**src/bfa_pkg.sv**
```systemverilog
// ----------------------------------------------------------------------------
// bfa_pkg
// Shared types and constants of the bitmap frame allocator: field widths,
// request and result codes, controller states and the command/status bundles
// between controller and datapath.
// ----------------------------------------------------------------------------
package bfa_pkg;

   localparam int PAGE_FRAME_W = 12;
   localparam int CFG_W        = 13;
   localparam int STATUS_W     = 3;
   localparam int GROUP_SIZE   = 8;

   localparam logic [CFG_W-1:0] CFG_RESET = 13'd4096;

   localparam logic ACT_ALLOC = 1'b0;
   localparam logic ACT_FREE  = 1'b1;

   typedef enum logic [STATUS_W-1:0] {
      ST_ALLOCATED = 3'd0,
      ST_HAD_FRAME = 3'd1,
      ST_NO_FRAME  = 3'd2,
      ST_FREED     = 3'd3,
      ST_NOTHING   = 3'd4
   } status_type;

   typedef enum logic [2:0] {
      S_IDLE,
      S_SCAN,
      S_PICK,
      S_FIND,
      S_FREE_RD,
      S_FREE_WR,
      S_REPLY
   } state_type;

   typedef struct packed {
      logic load;
      logic scan;
      logic pick;
      logic find;
      logic free_rd;
      logic free_wr;
      logic reply;
   } ctrl_cmd_type;

   typedef struct packed {
      logic alloc_req;
      logic pf_zero;
      logic pf_in_range;
   } ctrl_stat_type;

endpackage

```
**src/bfa_ctrl.sv**
```systemverilog
// ----------------------------------------------------------------------------
// bfa_ctrl
// Sequencer of the frame allocator: steps one request through search,
// read-modify-write of one bitmap word and the result strobe.
// ----------------------------------------------------------------------------
module bfa_ctrl (
   input  logic                   clock,
   input  logic                   reset,
   input  logic                   start,
   output logic                   busy,
   input  bfa_pkg::ctrl_stat_type stat,
   output bfa_pkg::ctrl_cmd_type  cmd
);

   bfa_pkg::state_type state_ff;
   bfa_pkg::state_type state_in;

   always_ff @(posedge clock) begin
      if (reset) begin
         state_ff <= bfa_pkg::S_IDLE;
      end else begin
         state_ff <= state_in;
      end
   end

   always_comb begin
      state_in = state_ff;
      case (state_ff)
         bfa_pkg::S_IDLE: begin
            if (start) begin
               if (stat.alloc_req && stat.pf_zero) begin
                  state_in = bfa_pkg::S_SCAN;
               end else if (!stat.alloc_req && !stat.pf_zero && stat.pf_in_range) begin
                  state_in = bfa_pkg::S_FREE_RD;
               end else begin
                  state_in = bfa_pkg::S_REPLY;
               end
            end
         end
         bfa_pkg::S_SCAN:    state_in = bfa_pkg::S_PICK;
         bfa_pkg::S_PICK:    state_in = bfa_pkg::S_FIND;
         bfa_pkg::S_FIND:    state_in = bfa_pkg::S_IDLE;
         bfa_pkg::S_FREE_RD: state_in = bfa_pkg::S_FREE_WR;
         bfa_pkg::S_FREE_WR: state_in = bfa_pkg::S_IDLE;
         bfa_pkg::S_REPLY:   state_in = bfa_pkg::S_IDLE;
         default:            state_in = bfa_pkg::S_IDLE;
      endcase
   end

   always_comb begin
      cmd  = '0;
      busy = 1'b1;
      case (state_ff)
         bfa_pkg::S_IDLE: begin
            busy     = 1'b0;
            cmd.load = start;
         end
         bfa_pkg::S_SCAN:    cmd.scan    = 1'b1;
         bfa_pkg::S_PICK:    cmd.pick    = 1'b1;
         bfa_pkg::S_FIND:    cmd.find    = 1'b1;
         bfa_pkg::S_FREE_RD: cmd.free_rd = 1'b1;
         bfa_pkg::S_FREE_WR: cmd.free_wr = 1'b1;
         bfa_pkg::S_REPLY:   cmd.reply   = 1'b1;
         default:            busy        = 1'b1;
      endcase
   end

endmodule

```
**config.mk**
```make
export PLATFORM = sky130hd
export DESIGN_NAME = bfa_ctrl
export DESIGN_NICKNAME = d
export VERILOG_FILES = /design/src/bfa_pkg.sv /design/src/bfa_ctrl.sv
export SDC_FILE = /design/constraint.sdc
export NUM_CORES = 1
export LEC_CHECK = 0
export ABC_AREA = 1
export BUFFER_PORTS_ARGS = -buffer_cell sky130_fd_sc_hd__buf_2
export CORE_AREA = 2 2 39 41
export CTS_BUF_LIST = sky130_fd_sc_hd__clkbuf_4
export CTS_CLUSTER_DIAMETER = 60
export DETAILED_ROUTE_END_ITERATION = 8
export DIE_AREA = 0 0 41 43
export GPL_TIMING_DRIVEN = 0
export PLACE_DENSITY = 0.44
export SLEW_MARGIN = 20
export SYNTH_ARGS = -nofsm -noshare
export SYNTH_HDL_FRONTEND = slang
export SYNTH_SLANG_ARGS = --single-unit
```
**constraint.sdc**
```tcl
create_clock -name clock -period 1.1 [get_ports clock]
set_input_delay 0.055 -clock clock [delete_from_list [all_inputs] [get_ports clock]]
set_output_delay 0.055 -clock clock [all_outputs]
set_load 0.02 [all_outputs]
```
Word level (Yosys, flattened, before mapping). Cells that the tools add are included.

Register bits: 3. Input port bits: 6. Output and inout port bits: 8. Word-level logic and storage cells: 26.

Equality and inequality tests: 7. Multiplexer cells: 12. Reduce and logical (&&, ||, !) cells: 6.

Operators with widths (number): 3-bit case mux with 4 select lines (1); 3-bit == test, second input constant (3); 1-bit 2-to-1 mux (8); 3-bit by 2-bit == test with 1-bit output, second input constant (2); 3-bit 2-to-1 mux (2); 3-bit by 1-bit == test with 1-bit output, second input constant (1); 1-bit logical AND (3); 3-bit zero test (1); 1-bit zero test (2); 2-bit 2-to-1 mux (1); 2-bit inequality test, second input constant (1).

Longest topological paths before layout.
Depth in word-level cells: 7. Depth in mapped cells: 6. Mapped depth without buffers: 6.

Least setup slack after synthesis. OpenSTA, ideal clock, no wires.

Kind: register to output. From: register state_ff[1]. To: output port cmd[6] (netlist bit). Arrival: 0.998 ns. Data required time: 1.045 ns. Setup slack: 0.047 ns. Stages on the path, launching flop included: 4. Cells stage by stage: dfxtp_1 > nor2_4 > nand2_1 > nor2_1.

RTL lines: start, declared (line bfa_ctrl.sv:15) `bfa_pkg::state_type state_ff;`; start signal, assigned (line bfa_ctrl.sv:20) `state_ff <= bfa_pkg::S_IDLE;`; start signal, assigned (line bfa_ctrl.sv:22) `state_ff <= state_in;`; end, declared (line bfa_ctrl.sv:12) `output bfa_pkg::ctrl_cmd_type cmd`.

==> reports/qor.csv <==
metric;value;unit
seqCellArea;66.3;sq um
dr.first_iter.drc_count;6;
syn_avg_cell_area;5.78;sq um
syn_to_final_growth;66.1;%
clock.fmax;954;MHz
swShare;40.8;%
diodes;0;
power.density;1990;nW/um^2
vdd_drop_max;0.000723;V
cp_num_buf_inv;2;
cts.sinks;3;
seq_power_share;25.0;%
outcome;finished, final reports clean;
stdcell_count;71;
start_util;15.5;%
p_switching;0.000289;W
cts_buffer_depth;2;
cp-end-kind;primary output;
worstHoldStart;reset;
nFillCells;166;
hold_viol_final;0;
combPwrFrac;44.3;%
netlist_instances;37;
mostFrequentLayoutCells;11 x buf_2, 9 x nand2_1, 7 x nor2_1;
maxCapViolations;0;
grt_usage;7.72;%
grt_pass1_wl;876;um
syn_nets;43;
crit_family;flip-flops;
cp-startpoint;state_ff[0];
viasPerCell;3.82;
gp_congestion;0.658;
io_buffers;13;
r2r_slack;210;ps
crit_path_start_kind;register;
multi_input_area;129;sq um
rows;14;
cts_hold_buf;0;
final_common_cell;buf_2;
hp-class;input pin to register;
cp_slowest_cell;dfxtp_2;
ios;14;
clk_pin_slew_worst_paths;40;ps
drc_errors;0;
cts_made_buffers;3;
crit_type;register to primary output;
power.leakage;0.214;nW
die_h;43;um
wl;570;um
fp.coreArea;1380;sq um
ys_types;13;
wire_per_inst;8.03;um
cp_max_fo;3;
tightestPinTransition;144;ps
yosys-top-cells-area;dfxtp_1 28%, nand2_1 16%, inv_1 12%;
synth_top_area_share;28.1;%
die_x;41;um
r2r_end;state_ff[2];
clkPwrFrac;30.7;%
period_minus_slack;1050;ps
min_path_cells;4;
dr.pass1.iters;4;
vias;271;
grt_antenna_before_repair;0;
drive_gt1_share;50.9;%
ys_ff_latch;3;
slew_violations;0;
synth_seq_area_share;28.1;%
syn-cell-area;214;sq um
regMostFlops;state_ff;
grt-ovfl-total;0;
cts.htree.levels;1;
clockRootBuffer;clkbuf_4;
hold_end;state_ff[0];
ant_nets;0;
fp.dieArea;1760;sq um
tritoncts;built;
synth_warnings;0;
path_cells;nor2_4, inv_1, nor2_1, buf_2;
slowest_delay;340;ps
hpwlAfterDp;422;um
required;1040;ps
placedCellCount;66;
yosysTopAreaCell;dfxtp_1;
relSlewSlack;90.3;%
finalSetupTns;0;ps
grt_pass1_vias;222;
reg_top3;state_ff (3);
fin_crit_sh;95.3;%
largest_reg_flops;3;
rr_worst_depth;5;
grt_setup_unrepaired;false;
worstPathArrival;990;ps
final_nets;62;
skew;2.85;ps
r2r_start;state_ff[0];
post-place-ws;196;ps
grt_max_degree;9;
p_int;0.000419;W
clkLatencyLatePin;230;ps
final.setup.worst_slack;51.6;ps
setup_viol;0;
## power by group through the flow
| stage | logic [W] | clock network [W] | registers (W) |
|---|---|---|---|
| 3_5_place_dp | 0.000285 | 0 | 0.000167 |
| 3_3_place_gp | 0.000286 | 0 | 0.000166 |
| 5_1_grt | 0.000346 | 0.000245 | 0.000181 |
| 2_1_floorplan | 0.000210 | 0 | 0.000160 |
| 6_report | 0.000314 | 0.000217 | 0.000177 |
| 4_1_cts | 0.000303 | 0.000228 | 0.000169 |
## repair_timing
action / CTS / global route
pin swaps: 1 / 0
endpoints found under the setup margin: 6 / 7
buffers inserted: 1 / 0
resized for setup: 2 / 7
## cell usage after synthesis
cell type and instances:
a21oi_1 1, dfxtp_1 3, inv_1 7, inv_2 1
nand2_1 9, nand2_2 1, nand3_1 2, nand3_2 1
nor2_1 7, nor2_2 1, nor2_4 1, nor3_1 2
o21ai_1 1
## worst reg2reg max path, stage by stage, from the launching register on
cell and delay (ps):
dfxtp_2 340, nor2_4 120, buf_4 130, nand3_2 70, nand2_2 80, nor2_1 40
## layer usage
layer	routed length, um	vias to the layer above	GRT usage (%)
met5	0	-	0
met4	0	0	2.00
met3	31	0	6.28
met2	287	9	10.9
met1	250	116	8.63
li1	-	146	-
## cell type report
class	instances	area share, %
Multi-Input combinational cell	26	36.3
Timing Repair Buffer	14	21.8
Sequential cell	3	18.7
Inverter	8	9.15
Clock buffer	4	8.45
Tap cell	16	5.63
## how the worst max path moves through the flow
stage	cells after the start	slack, ps	endpoint
after floorplan	3	50	cmd[6]
after global placement	4	200	cmd[2]
after detailed placement	4	200	cmd[6]
after CTS	3	1	cmd[5]
after global routing	4	0.7	cmd[0]
final	4	50	cmd[2]
## stage by stage
stage | cell area [sq um] | total power (W) | util [%] | hold WS, ps
6_report | 355 | 0.000708 | 25.7 | 86.9
5_1_grt | 355 | 0.000772 | 25.7 | 105
4_1_cts | 339 | 0.000701 | 24.5 | 86.8
3_5_place_dp | 299 | 0.000452 | 21.6 | 336
3_3_place_gp | 299 | 0.000453 | 21.6 | 340
2_1_floorplan | 214 | 0.000370 | - | 239
## cell families (layout without fill, tap and decap cells)
logic type / after synthesis / count (layout) / synth area share [%]
buffers and inverters: 8 / 26 / 14.0
DFF: 3 / 3 / 28.1
AOI/OAI and AO/OA: 2 / 2 / 4.67
and+or+nand+nor: 24 / 24 / 53.2
No activity file was read; power rests on OpenSTA's default activity.
